<file path="config.mk">
export PLATFORM = sky130hd
export DESIGN_NAME = bdrm_ram
export DESIGN_NICKNAME = d
export VERILOG_FILES = /design/src/rtl/bdrm_ram.sv
export SDC_FILE = /design/constraint.sdc
export NUM_CORES = 1
export LEC_CHECK = 0
export BUFFER_PORTS_ARGS = -buffer_cell sky130_fd_sc_hd__buf_2
export CAP_MARGIN = 20
export CORE_MARGIN = 1.5
export CORE_UTILIZATION = 45
export CTS_BUF_LIST = sky130_fd_sc_hd__clkbuf_4 sky130_fd_sc_hd__clkbuf_8
export CTS_CLUSTER_DIAMETER = 40
export CTS_CLUSTER_SIZE = 20
export DETAILED_ROUTE_END_ITERATION = 12
export GPL_ROUTABILITY_DRIVEN = 0
export PLACE_DENSITY = 0.69
export SLEW_MARGIN = 10
export SYNTH_ARGS = -nofsm -noshare
export SYNTH_HDL_FRONTEND = slang
export SYNTH_SLANG_ARGS = --single-unit
export TNS_END_PERCENT = 20
</file>
<file path="constraint.sdc">
create_clock -name i_clk -period 1.87 [get_ports i_clk]
set_clock_uncertainty 0.05 [all_clocks]
set_input_delay 0.0935 -clock i_clk [delete_from_list [all_inputs] [get_ports i_clk]]
set_output_delay 0.0935 -clock i_clk [all_outputs]
set_load 0.01 [all_outputs]
</file>
<file path="src/rtl/bdrm_ram.sv">
// ----------------------------------------------------------------------------
// bdrm_ram
// Generic single-port-write, single-read RAM with registered read data.
// ----------------------------------------------------------------------------
`default_nettype none
module bdrm_ram #(
    parameter int WIDTH = 8,
    parameter int DEPTH = 16
) (
    input  wire logic                     i_clk,
    input  wire logic                     i_we,
    input  wire logic [$clog2(DEPTH)-1:0] i_waddr,
    input  wire logic [WIDTH-1:0]         i_wdata,
    input  wire logic [$clog2(DEPTH)-1:0] i_raddr,
    output logic      [WIDTH-1:0]         o_rdata
);
    logic [WIDTH-1:0] r_mem [DEPTH];

    always_ff @(posedge i_clk) begin
        if (i_we) r_mem[i_waddr] <= i_wdata;
        o_rdata <= r_mem[i_raddr];
    end
endmodule
`default_nettype wire

</file>
==> out/qor.csv <==
metric;value;unit
rsz0062_at_grt;false;
synth-edff-count;128;
core.rowCount;38;
post-synth-top-area-cell;sky130_fd_sc_hd__edfxtp_1;
crit_arrival;1.68;ns
dp.cells;406;
drt_pass1_iterations;4;
cts-root-to-sink-buffers;2;
timing.hold.worst.start;i_waddr[0];
route.vias.total;2466;
vias_in_the_first_global_route;2443;
worst-endpoint-required;2.13;ns
total_count_of_max_transition_violations_in_the_final_report;0;
r2r_end;o_rdata[5];
postSynth.topFlopCell;sky130_fd_sc_hd__edfxtp_1;
most_numerous_cell_in_the_yosys_netlist;sky130_fd_sc_hd__edfxtp_1;
via_to_cell_ratio;5.53;
register_area;0.00400;mm²
cts-htree-levels;4;
post_cts_resize_count;0;
cts_root_buffer;sky130_fd_sc_hd__clkbuf_8;
grt_first_pass_wirelength;14100;µm
critical_path.startpoint_type;register;
floorplan.core_area;0.0110;mm²
totalWireLength;9270;µm
synth-seq-area-share;77.8;%
critical_path_class;register to register;
status;finished clean;
tightestPinTransition;0.392;ns
whs_endpoint;r_mem[0][0];
drtAntennaViolNets;0;
power;6.03;mW
r2r.worst_path.cells;3;
irDropWorstVdd;0.383;mV
power_density;1000;mW/mm²
boundaryPins;26;
hold_slack;0.176;ns
start_util;46.9;%
path_delay_family;multiplexers;
grt_antenna_before_repair;0;
clock_sinks;136;
ys_types;19;
dp_hpwl;6110;µm
synthDominantCellAreaShare;74.7;%
multi_input_comb_area;0.00106;mm²
finalSetupTns;0;ns
yosys_register_bits;136;
fp.dieW;110;µm
area.growth.synth_to_final;16.9;%
grt_start_max_net_pins;25;
die_height;110;µm
path_buf_inv;0;
leak_pwr;2.04;nW
max_freq;703;MHz
timing.slew.headroom;73.9;%
syn-instance-count;229;
r2r_setup_slack;0.45;ns
hold_crit_path_type;primary input to register;
timing.critical_path.slowest_cell_delay;0.49;ns
drc;0;
antennaDiodeCount;0;
yosys-top-cells-count;128 x sky130_fd_sc_hd__edfxtp_1, 18 x sky130_fd_sc_hd__mux4_2, 16 x sky130_fd_sc_hd__a22oi_1;
syn_area_per_cell;22.5;µm²
die-area;0.0121;mm²
cts_buffers;17;
count_of_yosys_warnings_during_synthesis;0;
number_of_stages_on_the_worst_hold_path;3;
clock_tree_from_tritoncts;done;
design.final.nets;311;
cap_viol_max_count;0;
drt_first_iter_violations;192;
path_cells;mux4_1 -> a22oi_1 -> nand2_1;
endpoint_kind;register;
timing.rr.start;r_mem[1][5];
final-hold-violation-count;0;
most_area_consuming_cells_after_synthesis;sky130_fd_sc_hd__edfxtp_1 75%, sky130_fd_sc_hd__mux4_2 7.9%, sky130_fd_sc_hd__mux4_1 7.1%;
synthesis.nets;247;
insertion_delay;0.43;ns
critPathMaxFanout;1;
n_fill_cell;826;
drive_above_1_share;31.7;%
place.port_buffers;25;
routedWlPerCell;20.8;µm
postSynth.asyncResetShare;0;%
groute.usage.overall;17.3;%
timing.final.crit_share;76.1;%
utilization;54.8;%
globalRouteOverflowTotal;0;
layout_min_cycle_time;1.42;ns
setup_viol;0;
clk_pin_slew;0.08;ns
syn_area;0.00515;mm²
instances_no_fill;446;
worst_path_max_delay_cell;sky130_fd_sc_hd__mux4_1;
## routing by layer
metal / up-vias / track usage [%] / part of all wire (%)
met5: - / 0 / 0
met4: 0 / 7.24 / 1.5
met3: 12 / 4.09 / 4.4
met2: 65 / 29.3 / 52
met1: 1287 / 21.2 / 42
li1: 1102 / - / -
## area by class of cell
cell class                      count  area share (%)
Clock buffer                       17            3.89
Tap cell                          140            2.91
Timing Repair Buffer               55            6.57
Multi-Input combinational cell     83            17.6
Sequential cell                   136            66.5
Clock inverter                     15            2.54
## worst register-to-register path: stages (launching register included)
cell and delay, ns:
sky130_fd_sc_hd__edfxtp_1 0.36, sky130_fd_sc_hd__mux4_1 0.49, sky130_fd_sc_hd__a22oi_1 0.32, sky130_fd_sc_hd__nand2_1 0.09
## cells in the final DEF (no fill, tap or decap), types with 2 or more instances in the layout
cell / count
sky130_fd_sc_hd__clkbuf_8: 17
sky130_fd_sc_hd__mux4_1: 14
sky130_fd_sc_hd__edfxtp_1: 128
sky130_fd_sc_hd__clkinvlp_4: 4
sky130_fd_sc_hd__clkinv_2: 3
sky130_fd_sc_hd__nand2b_1: 2
sky130_fd_sc_hd__dfxtp_1: 8
sky130_fd_sc_hd__nor3_1: 4
sky130_fd_sc_hd__buf_4: 20
sky130_fd_sc_hd__inv_6: 2
sky130_fd_sc_hd__nand2_1: 9
sky130_fd_sc_hd__nor2_1: 13
sky130_fd_sc_hd__dlygate4sd3_1: 8
sky130_fd_sc_hd__a22oi_1: 16
sky130_fd_sc_hd__clkinv_4: 3
sky130_fd_sc_hd__nand3b_1: 2
sky130_fd_sc_hd__buf_12: 2
sky130_fd_sc_hd__buf_2: 25
sky130_fd_sc_hd__bufinv_16: 2
sky130_fd_sc_hd__mux4_2: 18
## repair_timing
action,4_1_cts,5_1_grt
setup buffers,0,0
hold buffers,8,0
endpoints found under the hold margin,92,0
## through the flow
| step | worst slack [ns] | area (µm²) |
|---|---|---|
| after floorplan | 0.234 | 5150 |
| after detailed placement | 0.267 | 5550 |
| after CTS | 0.442 | 6020 |
| final | 0.448 | 6020 |
| after global routing | 0.393 | 6020 |
| after global placement | 0.276 | 5550 |
## worst max path at each step
stage                 from          end  slack, ns  cells past startpoint
2_1_floorplan   i_waddr[2]  r_mem[0][0]       0.23                      2
3_3_place_gp    i_raddr[0]   o_rdata[5]       0.28                      5
3_5_place_dp    i_raddr[0]   o_rdata[5]       0.27                      5
4_1_cts        r_mem[1][5]   o_rdata[5]       0.44                      3
5_1_grt        r_mem[8][1]   o_rdata[1]       0.39                      3
6_report       r_mem[1][5]   o_rdata[5]       0.45                      3
## sequential cells by signal, indices dropped and copies added, names as in the netlist
signal	cells
r_mem	128
o_rdata	8
## power breakdown
group          internal [mW]  total (mW)  switching [mW]
Sequential              3.40        3.42          0.0200
Combinational          0.152       0.332           0.180
Clock                   1.18        2.27            1.09
Total                   4.74        6.03            1.29
## cell families after synthesis
| kind of cell | synth area share, % |
|---|---|
| AO/OA/AOI/OAI | 2.33 |
| buffers and inverters | 1.68 |
| flip-flops | 77.8 |
| multiplexers | 15.0 |
| AND/OR/NAND/NOR | 3.18 |
Note: power is estimated with default switching activity, not from simulation.
