==> src/rtl/bdrm_pkg.sv <==
// ----------------------------------------------------------------------------
// bdrm_pkg
// Shared types and constants for the descriptor ratio matcher.
// ----------------------------------------------------------------------------
`default_nettype none
package bdrm_pkg;

    localparam int DESC_W  = 256;
    localparam int IDX_W   = 10;
    localparam int NODE_W  = 20;
    localparam int DIST_W  = 9;
    localparam int CFG_W   = 9;
    localparam int CNT_W   = 11;
    localparam logic [DIST_W-1:0] DIST_NONE = 9'd256;
    localparam logic [CNT_W-1:0]  CNT_MAX   = 11'd2047;

    typedef enum logic [1:0] {
        OP_LOAD  = 2'd0,
        OP_QUERY = 2'd1,
        OP_CLEAR = 2'd2,
        OP_NOP   = 2'd3
    } t_op;

    typedef enum logic [0:0] {
        REG_THRESHOLD = 1'd0,
        REG_RATIO     = 1'd1
    } t_reg_idx;

    typedef enum logic [2:0] {
        ST_IDLE,
        ST_CLEAR,
        ST_SCAN,
        ST_DRAIN,
        ST_DECIDE
    } t_state;

    typedef struct packed {
        logic [1:0]        op;
        logic [IDX_W-1:0]  entry_index;
        logic [NODE_W-1:0] node_id;
        logic [63:0]       desc_w0;
        logic [63:0]       desc_w1;
        logic [63:0]       desc_w2;
        logic [63:0]       desc_w3;
        logic              has_point;
    } t_in_item;

    typedef struct packed {
        logic              match_found;
        logic [IDX_W-1:0]  query_index;
        logic [IDX_W-1:0]  match_index;
        logic [DIST_W-1:0] best_distance;
        logic [DIST_W-1:0] second_distance;
    } t_out_item;

    // Candidate presented to the distance unit
    typedef struct packed {
        logic              vld;
        logic [IDX_W-1:0]  idx;
    } t_cand;

    function automatic logic [DIST_W-1:0] popcnt64(input logic [63:0] v);
        logic [DIST_W-1:0] n;
        n = '0;
        for (int k = 0; k < 64; k++) n = n + DIST_W'(v[k]);
        return n;
    endfunction

endpackage
`default_nettype wire

==> src/rtl/bdrm_dist.sv <==
// ----------------------------------------------------------------------------
// bdrm_dist
// Hamming distance of a stored entry against the query, with best/second
// tracking. Two register stages: popcount per word, then sum and update.
// ----------------------------------------------------------------------------
`default_nettype none
module bdrm_dist (
    input  wire logic                             i_clk,
    input  wire logic                             i_rst_n,
    input  wire logic                             i_init,
    input  wire bdrm_pkg::t_cand                  i_cand,
    input  wire logic [bdrm_pkg::DESC_W-1:0]      i_stored,
    input  wire logic [bdrm_pkg::DESC_W-1:0]      i_query,
    output logic                                  o_busy,
    output logic                                  o_found,
    output logic [bdrm_pkg::IDX_W-1:0]            o_best_idx,
    output logic [bdrm_pkg::DIST_W-1:0]           o_best,
    output logic [bdrm_pkg::DIST_W-1:0]           o_second
);
    import bdrm_pkg::*;

    logic              r_p_vld;
    logic [IDX_W-1:0]  r_p_idx;
    logic [DIST_W-1:0] r_pc [4];
    logic [DIST_W-1:0] w_d;
    logic [DESC_W-1:0] w_x;

    assign w_x = i_stored ^ i_query;
    assign w_d = r_pc[0] + r_pc[1] + r_pc[2] + r_pc[3];
    assign o_busy = r_p_vld;

    always_ff @(posedge i_clk) begin
        if (!i_rst_n) begin
            r_p_vld <= 1'b0;
        end else begin
            r_p_vld <= i_cand.vld;
        end
        r_p_idx <= i_cand.idx;
        for (int k = 0; k < 4; k++) r_pc[k] <= popcnt64(w_x[k*64 +: 64]);
    end

    always_ff @(posedge i_clk) begin
        if (!i_rst_n || i_init) begin
            o_found    <= 1'b0;
            o_best     <= DIST_NONE;
            o_second   <= DIST_NONE;
            o_best_idx <= '0;
        end else if (r_p_vld) begin
            if (w_d < o_best) begin
                o_second   <= o_best;
                o_best     <= w_d;
                o_best_idx <= r_p_idx;
                o_found    <= 1'b1;
            end else if (w_d < o_second) begin
                o_second <= w_d;
            end
        end
    end
endmodule
`default_nettype wire

==> config.mk <==
export PLATFORM = sky130hd
export DESIGN_NAME = bdrm_dist
export DESIGN_NICKNAME = d
export VERILOG_FILES = /design/src/rtl/bdrm_pkg.sv /design/src/rtl/bdrm_dist.sv
export SDC_FILE = /design/constraint.sdc
export NUM_CORES = 1
export LEC_CHECK = 0
export BUFFER_PORTS_ARGS = -buffer_cell sky130_fd_sc_hd__buf_2
export CAP_MARGIN = 20
export CORE_ASPECT_RATIO = 0.5
export CORE_MARGIN = 4
export CORE_UTILIZATION = 28
export DETAILED_ROUTE_END_ITERATION = 10
export MAX_ROUTING_LAYER = met4
export PLACE_DENSITY = 0.63
export SLEW_MARGIN = 20
export SYNTH_ARGS = -nofsm -noshare
export SYNTH_HDL_FRONTEND = slang
export SYNTH_SLANG_ARGS = --single-unit
export TNS_END_PERCENT = 5
==> constraint.sdc <==
create_clock -name i_clk -period 8.5 [get_ports i_clk]
set_input_delay 1.7 -clock i_clk [delete_from_list [all_inputs] [get_ports i_clk]]
set_output_delay 1.7 -clock i_clk [all_outputs]
set_load 0.02 [all_outputs]
==> impl_results.md, run 1 <==
* Worst EP required at 8.71 ns
* Critical Path Most Common Cell: fa_1
* Worst slew pin tran at 0.761 ns
* Boundary Pins at 556
* Die area at 43700 um2
* Delay-heaviest family, CP: adder cells
* Synthesized net count at 1861
* Combinational family with the most area after synthesis: adder cells
* Deepest clock path buffer count at 2
* First-pass GRT wire length at 52.2 mm
* Largest net degree at the start of global routing at 29
* Max_cap viols at 0
* Final Max Slew Viols at 0
* Final-report hold violation count at 0
* Cell count after synthesis at 1021
* Critical path endpoint category: flip-flop
* All-Layer GR Usage at 0.158
* Wire per inst at 16.3 um
* Post-synthesis sequential area ratio at 0.121
* Startpoint Class: input pin
* CP Buf/Inv Count at 5
* Worst reg2reg setup slack at 3.79 ns
* Number of port buffers at 555
* CTS Sinks at 68
* Hold buffer count at cts at 0
* Avg Inst Size Synth at 11.0 um2
* RePlAce Congestion at 0.919
* CTS tree: done
* Number of nets in the layout at 2418
* Area grow syn2layout at 33.2%
* Unrepaired setup endpoints after global routing: false
* Vias at 8502
* Place WS at 0.689 ns
* Clock transition at the registers of the reported paths at 0.06 ns
* Synth Area in XOR/XNOR at 0.214
* Finished Layout Cells at 2113
* Crit Path Category: input pin to flip-flop
* DRT Pass-1 Iters at 4
* Most common cell after layout, fill and taps aside: buf_2
* Fmax at 0.135 GHz
* Worst Path Max Fanout at 2
* Async SR Flop Fraction at 0
* H-tree depth at 3
* Num CTS Buffers at 9
* R2R Path Start: r_pc[2][1]
* Number of flops mapped to enable cells by yosys at 0
* Most common flop cell mapped by yosys: dfxtp_1
* # rows at 51
* Setup WS post-layout at 1.08 ns
* Worst Hold Class: flip-flop to flip-flop
* Worst path cell trace: buf_2 > xnor2_1 > fa_1 > inv_1 > fa_1 > fa_1 > fa_1 > fa_1 > fa_1 > inv_1 > fa_1 > fa_1 > inv_1 > ha_1 > fa_1 > a21o_1 > a21oi_1 > inv_1 > a21oi_1 > o21bai_1
* Synthesized cell area at 11300 um2
* Max-slew headroom at 0.492
* Setup Skew at 0.0125 ns
* Final setup viols at 0
* Reg-to-reg endpoint: o_second[0]
* Final worst path period need at 7.42 ns
* Post-CTS Setup Bufs at 0
* Mux share of post-synthesis cell area at 0.0215
* Routed Antenna Nets at 0
* Post-Place Cells at 2097
* Initial Util at 0.287
* Min-Delay Path Depth at 2
* Post-DP HPWL at 32.5 mm
* HP Start: r_p_idx[1]
* Outcome: finished clean
* Netlist cell types at 40
* Clock Tree Root: clkbuf_16
* Synth Area in Compound Gates at 0.0484
* Utilization after layout at 0.382
* DRC Markers at 0
* Vias in the first global route at 9596
* Reg2Reg Depth at 13
* CP arrival at 7.63 ns
* Tcrit/Tclk final at 0.872
* Yosys reg bits at 68
* Layout cell share with drive strength beyond 1 at 0.366
* Die height at 150 um
* Slowest stage cell, crit path: fa_1
* Most frequent cells in the layout: buf_2, fa_1, inv_1
* Simple-gate share of the synthesized area at 0.0232
* PostCTS Resize Cnt at 0
* Core Region at 39300 um2
* Overflow after GRT at 0
* CP peak stage delay at 0.55 ns
* DR iter-0 viols at 277
* Synth Area in Adders at 0.501
* YS warnings at 0
* Total stage count of the critical path at 20
* Hold endpoint: o_best_idx[1]
* Final TNS setup at 0 ns
* Initial antenna violation count at 1
* Post-Route WL at 34.4 mm
* Clk_lat worst skew at 0.33 ns
* Vias per Instance at 4.02
* Die Wd at 292 um
[worst max path at each step]
stage,from,endpoint,slack (ns)
2_1_floorplan,i_query[143],r_pc[2][6],1.07
3_3_place_gp,i_query[135],r_pc[2][6],0.74
3_5_place_dp,i_stored[47],r_pc[0][6],0.69
4_1_cts,i_stored[47],r_pc[0][6],1.05
5_1_grt,i_query[95],r_pc[1][6],0.72
6_report,i_query[131],r_pc[2][6],1.08
[cells in the mapped netlist, drive strengths merged (2+ instances only)]
cell | instances | area [um2]
fa | 230 | 4600
dfxtp | 68 | 1360
o31ai | 8 | 60.1
nor3 | 2 | 10.0
nor2b | 4 | 25.0
xor2 | 137 | 1200
nand2b | 5 | 31.3
nor3b | 2 | 20.0
a21o | 11 | 82.6
a21oi | 26 | 130
nor2 | 19 | 71.3
nand4 | 2 | 12.5
nand2 | 12 | 45.0
ha | 84 | 1050
mux2 | 2 | 22.5
clkbuf | 4 | 15.0
o211ai | 2 | 15.0
o21ai | 10 | 50.0
o21bai | 5 | 37.5
and3 | 2 | 12.5
xnor2 | 139 | 1220
o31a | 2 | 17.5
o2111ai | 9 | 78.8
mux2i | 22 | 220
and2 | 2 | 12.5
a211oi | 5 | 42.5
buf | 6 | 46.3
inv | 195 | 732
[worst reg2reg max path: cells and delay by family (launching register included)]
family                   cells  cell delay, ns
flip-flops                   1            0.31
AO/OA/AOI/OAI                5            1.76
adder cells (fa/ha/maj)      5            2.06
AND/OR/NAND/NOR              3            0.46
[per-stage QoR]
step           cell area (um2)  hold WS (ns)
2_1_floorplan            11300         0.440
3_3_place_gp             14700         0.447
3_5_place_dp             14700         0.453
4_1_cts                  15000         0.474
5_1_grt                  15000         0.490
6_report                 15000         0.471
[registers in the layout, indices dropped and copies added, names as in the netlist]
register,flops
r_pc,28
o_best_idx,10
r_p_idx,10
o_best,9
o_second,9
o_busy,1
o_found,1
[per-layer routing]
metal,wire (um),vias to the layer above,GRT usage
li1,-,4218,-
met1,14800,4154,0.207
met2,18500,113,0.278
met3,942,17,0.0123
met4,261,0,0.0175
met5,0,-,-
[final cells by class]
class / instances / area [um2]
Timing Repair Buffer: 556 / 2790
Tap cell: 530 / 663
Antenna cell: 1 / 2.50
Sequential cell: 68 / 1360
Clock inverter: 6 / 113
Inverter: 195 / 732
Multi-Input combinational cell: 748 / 9140
Clock buffer: 9 / 225
Fill cell: 3993 / 24300
[cells by family (layout without fill, tap and decap cells)]
| kind of cell | Yosys count | after routing |
|---|---|---|
| AND/OR/NAND/NOR | 53 | 53 |
| AO/OA/AOI/OAI | 81 | 81 |
| flip-flops | 68 | 68 |
| other | 0 | 1 |
| adder cells (fa/ha/maj) | 314 | 314 |
| multiplexers | 24 | 24 |
| XOR/XNOR | 276 | 276 |
| buffers and inverters | 205 | 766 |
Power of run 1 is not shown: default switching activity piles up to over one toggle a cycle in this logic, so the estimate is an artifact.
==> inputs of run 2 (changes only) <==
- ABC_AREA: default -> 1
==> run 2 against run 1 <==
Clock-buffer cell count unchanged. Synthesized cell count increased by 11%. Sequential cell count unchanged. Critical path type unchanged. Highest routed layer unchanged.
==> impl_results.md, run 2 <==
* Post-Route WL at 34.6 mm (+0.50%)
* Avg Inst Size Synth at 10.1 um2 (-8.8%)
* Worst EP required at 8.71 ns (about the same)
* Flip-flop and latch area at 1360 um2 (unchanged)
* Final worst path period need at 7.25 ns (-0.162 ns)
* Number of nets in the layout at 2531 (+4.7%)
* Final Max Slew Viols at 0 (unchanged)
* Post-DP HPWL at 32.8 mm (+0.69%)
* Synthesized net count at 1975 (+6.1%)
* YS warnings at 0 (unchanged)
* CTS Sinks at 68 (unchanged)
* PostCTS Resize Cnt at 0 (unchanged)
* Crit Path Category: input pin to flip-flop
* Multi-input gate area at 9170 um2 (+0.40%)
* CP arrival at 7.47 ns (-0.16 ns)
* Largest net degree at the start of global routing at 31 (+6.9%)
* Clock Tree Root: clkbuf_16
* Routed Antenna Nets at 0 (unchanged)
* Post-synthesis sequential area ratio at 0.119 (-0.00168)
* Yosys top cell area share at 0.403 (-0.00567)
* Clk_lat worst skew at 0.33 ns (about the same)
* Tcrit/Tclk final at 0.853 (-0.0191)
* Core Region at 40400 um2 (+2.8%)
* DR iter-0 viols at 312 (+13%)
* Met3 usage at 0.0166 (+0.00425)
* DRT Pass-1 Iters at 4 (unchanged)
* Area contributors post-synth: fa_1, dfxtp_1, xor2_1, xnor2_1, ha_1
* Most common flop cell mapped by yosys: dfxtp_1
* Number of port buffers at 555 (unchanged)
* DRC Markers at 0 (unchanged)
* Netlist cell types at 26 (-35%)
* Layout cell share with drive strength beyond 1 at 0.341 (-0.0252)
* Async SR Flop Fraction at 0 (unchanged)
* All-Layer GR Usage at 0.154 (-0.00324)
* CTS tree: done
* Fill count at 4128 (+3.4%)
* Yosys top cell by area: fa_1
* Yosys reg bits at 68 (unchanged)
* Hold buffer count at cts at 0 (unchanged)
* Die height at 151 um (+0.67%)
* Worst Path Max Fanout at 2 (unchanged)
* Most flops, register: r_pc
* Vias at 9008 (+6.0%)
* Worst slew pin tran at 0.903 ns (+0.142 ns)
* Die area at 44300 um2 (+1.4%)
* Wire per inst at 15.5 um (-5.0%)
* Top Usage Layer GRT: met2
* Boundary Pins at 556 (unchanged)
* Synthesized cell area at 11400 um2 (+1.4%)
* Deepest clock path buffer count at 2 (unchanged)
* Num CTS Buffers at 9 (unchanged)
* First-pass GRT wire length at 50.9 mm (-2.4%)
* Outcome: finished clean
* Number of flops mapped to enable cells by yosys at 0 (unchanged)
* Vias in the first global route at 9437 (-1.7%)
* Initial antenna violation count at 1 (unchanged)
* Unrepaired setup endpoints after global routing: false
* Met2 Use GR at 0.255 (-0.0227)
* Largest regs: r_pc: 28 flops, o_best_idx: 10 flops, r_p_idx: 10 flops
* GR met1 Demand/Resource at 0.212 (+0.00525)
* # rows at 52 (+2.0%)
* Worst Hold Class: flip-flop to flip-flop
* Overflow after GRT at 0 (unchanged)
* Startpoint Class: input pin
* Most frequent cells in the layout: buf_2, fa_1, inv_1
* Post-CTS Setup Bufs at 0 (unchanged)
* Max_cap viols at 0 (unchanged)
* Max-slew headroom at 0.396 (-0.0960)
* Die Wd at 294 um (+0.68%)
* Area grow syn2layout at 32.2%
* Critical path endpoint category: flip-flop
* Cell with the most instances after synthesis: fa_1
* Clock transition at the registers of the reported paths at 0.06 ns (about the same)
* ANT cells at 0 (-1)
* Cell count after synthesis at 1135 (+11%)
* Setup Skew at 0.00846 ns (-0.00400 ns)
* Fmax at 0.138 GHz (+2.2%)
* Final TNS setup at 0 ns (unchanged)
* Final setup viols at 0 (unchanged)
* H-tree depth at 3 (unchanged)
* Final-report hold violation count at 0 (unchanged)
* Vias per Instance at 4.03 (+0.12%)
* Initial Util at 0.283 (-0.00385)
* RePlAce Congestion at 0.957 (+4.2%)
* Most common cell after layout, fill and taps aside: buf_2
* Max reg flops at 28 (unchanged)
* Synth top cells by count: fa_1, inv_1, xor2_1
run 2: routing by layer:
| layer | vias to the layer above | wire length [um] |
|---|---|---|
| met2 | 130 | 17600 |
| met3 | 26 | 1080 |
| li1 | 4479 | - |
| met4 | 0 | 393 |
| met1 | 4373 | 15500 |
| met5 | - | 0 |
run 2: kinds of logic after synthesis:
group           count (synthesis)  share of synthesized area
xor+xnor                      274                      0.210
simple gates                  207                     0.0775
buf+inv                       229                     0.0789
flops                          68                      0.119
fa+ha+maj                     314                      0.495
compound gates                 43                     0.0202
run 2: layout make-up:
cell class	instances	area share
Timing Repair Buffer	555	0.184
Multi-Input combinational cell	838	0.607
Clock inverter	7	0.00538
Sequential cell	68	0.0901
Clock buffer	9	0.0149
Inverter	219	0.0544
Tap cell	540	0.0447
run 2: critical path, cell delays in order:
cell,delay (ns)
buf_2,0.10
xor2_1,0.17
fa_1,0.54
inv_1,0.12
fa_1,0.53
inv_1,0.05
fa_1,0.49
fa_1,0.52
fa_1,0.51
fa_1,0.55
inv_1,0.05
fa_1,0.50
fa_1,0.55
inv_1,0.05
ha_1,0.21
fa_1,0.40
nand3_1,0.10
nand3_1,0.10
a21oi_1,0.14
o21bai_1,0.08
run 2: stage by stage:
step,cells,util,hold slack (ns),cell area (um2),setup slack (ns)
6_report,2236,0.374,0.444,15100,1.25
5_1_grt,2236,0.374,0.464,15100,0.974
4_1_cts,2236,0.374,0.441,15100,1.22
3_5_place_dp,2220,0.367,0.433,14800,0.877
3_3_place_gp,2220,0.367,0.430,14800,0.922
2_1_floorplan,1135,-,0.425,11400,1.31
run 2: worst paths after layout:
path | slack (ns) | startpoint | cells past startpoint | to
setup reg to reg | 3.15 | r_pc[1][1] | 18 | o_best_idx[8]
hold / removal | 0.44 | r_p_idx[1] | 2 | o_best_idx[1]
setup / recovery | 1.25 | i_query[143] | 20 | r_pc[2][6]
hold reg to reg | 0.44 | r_p_idx[1] | 2 | o_best_idx[1]
Power of run 2 is left out for the same reason.
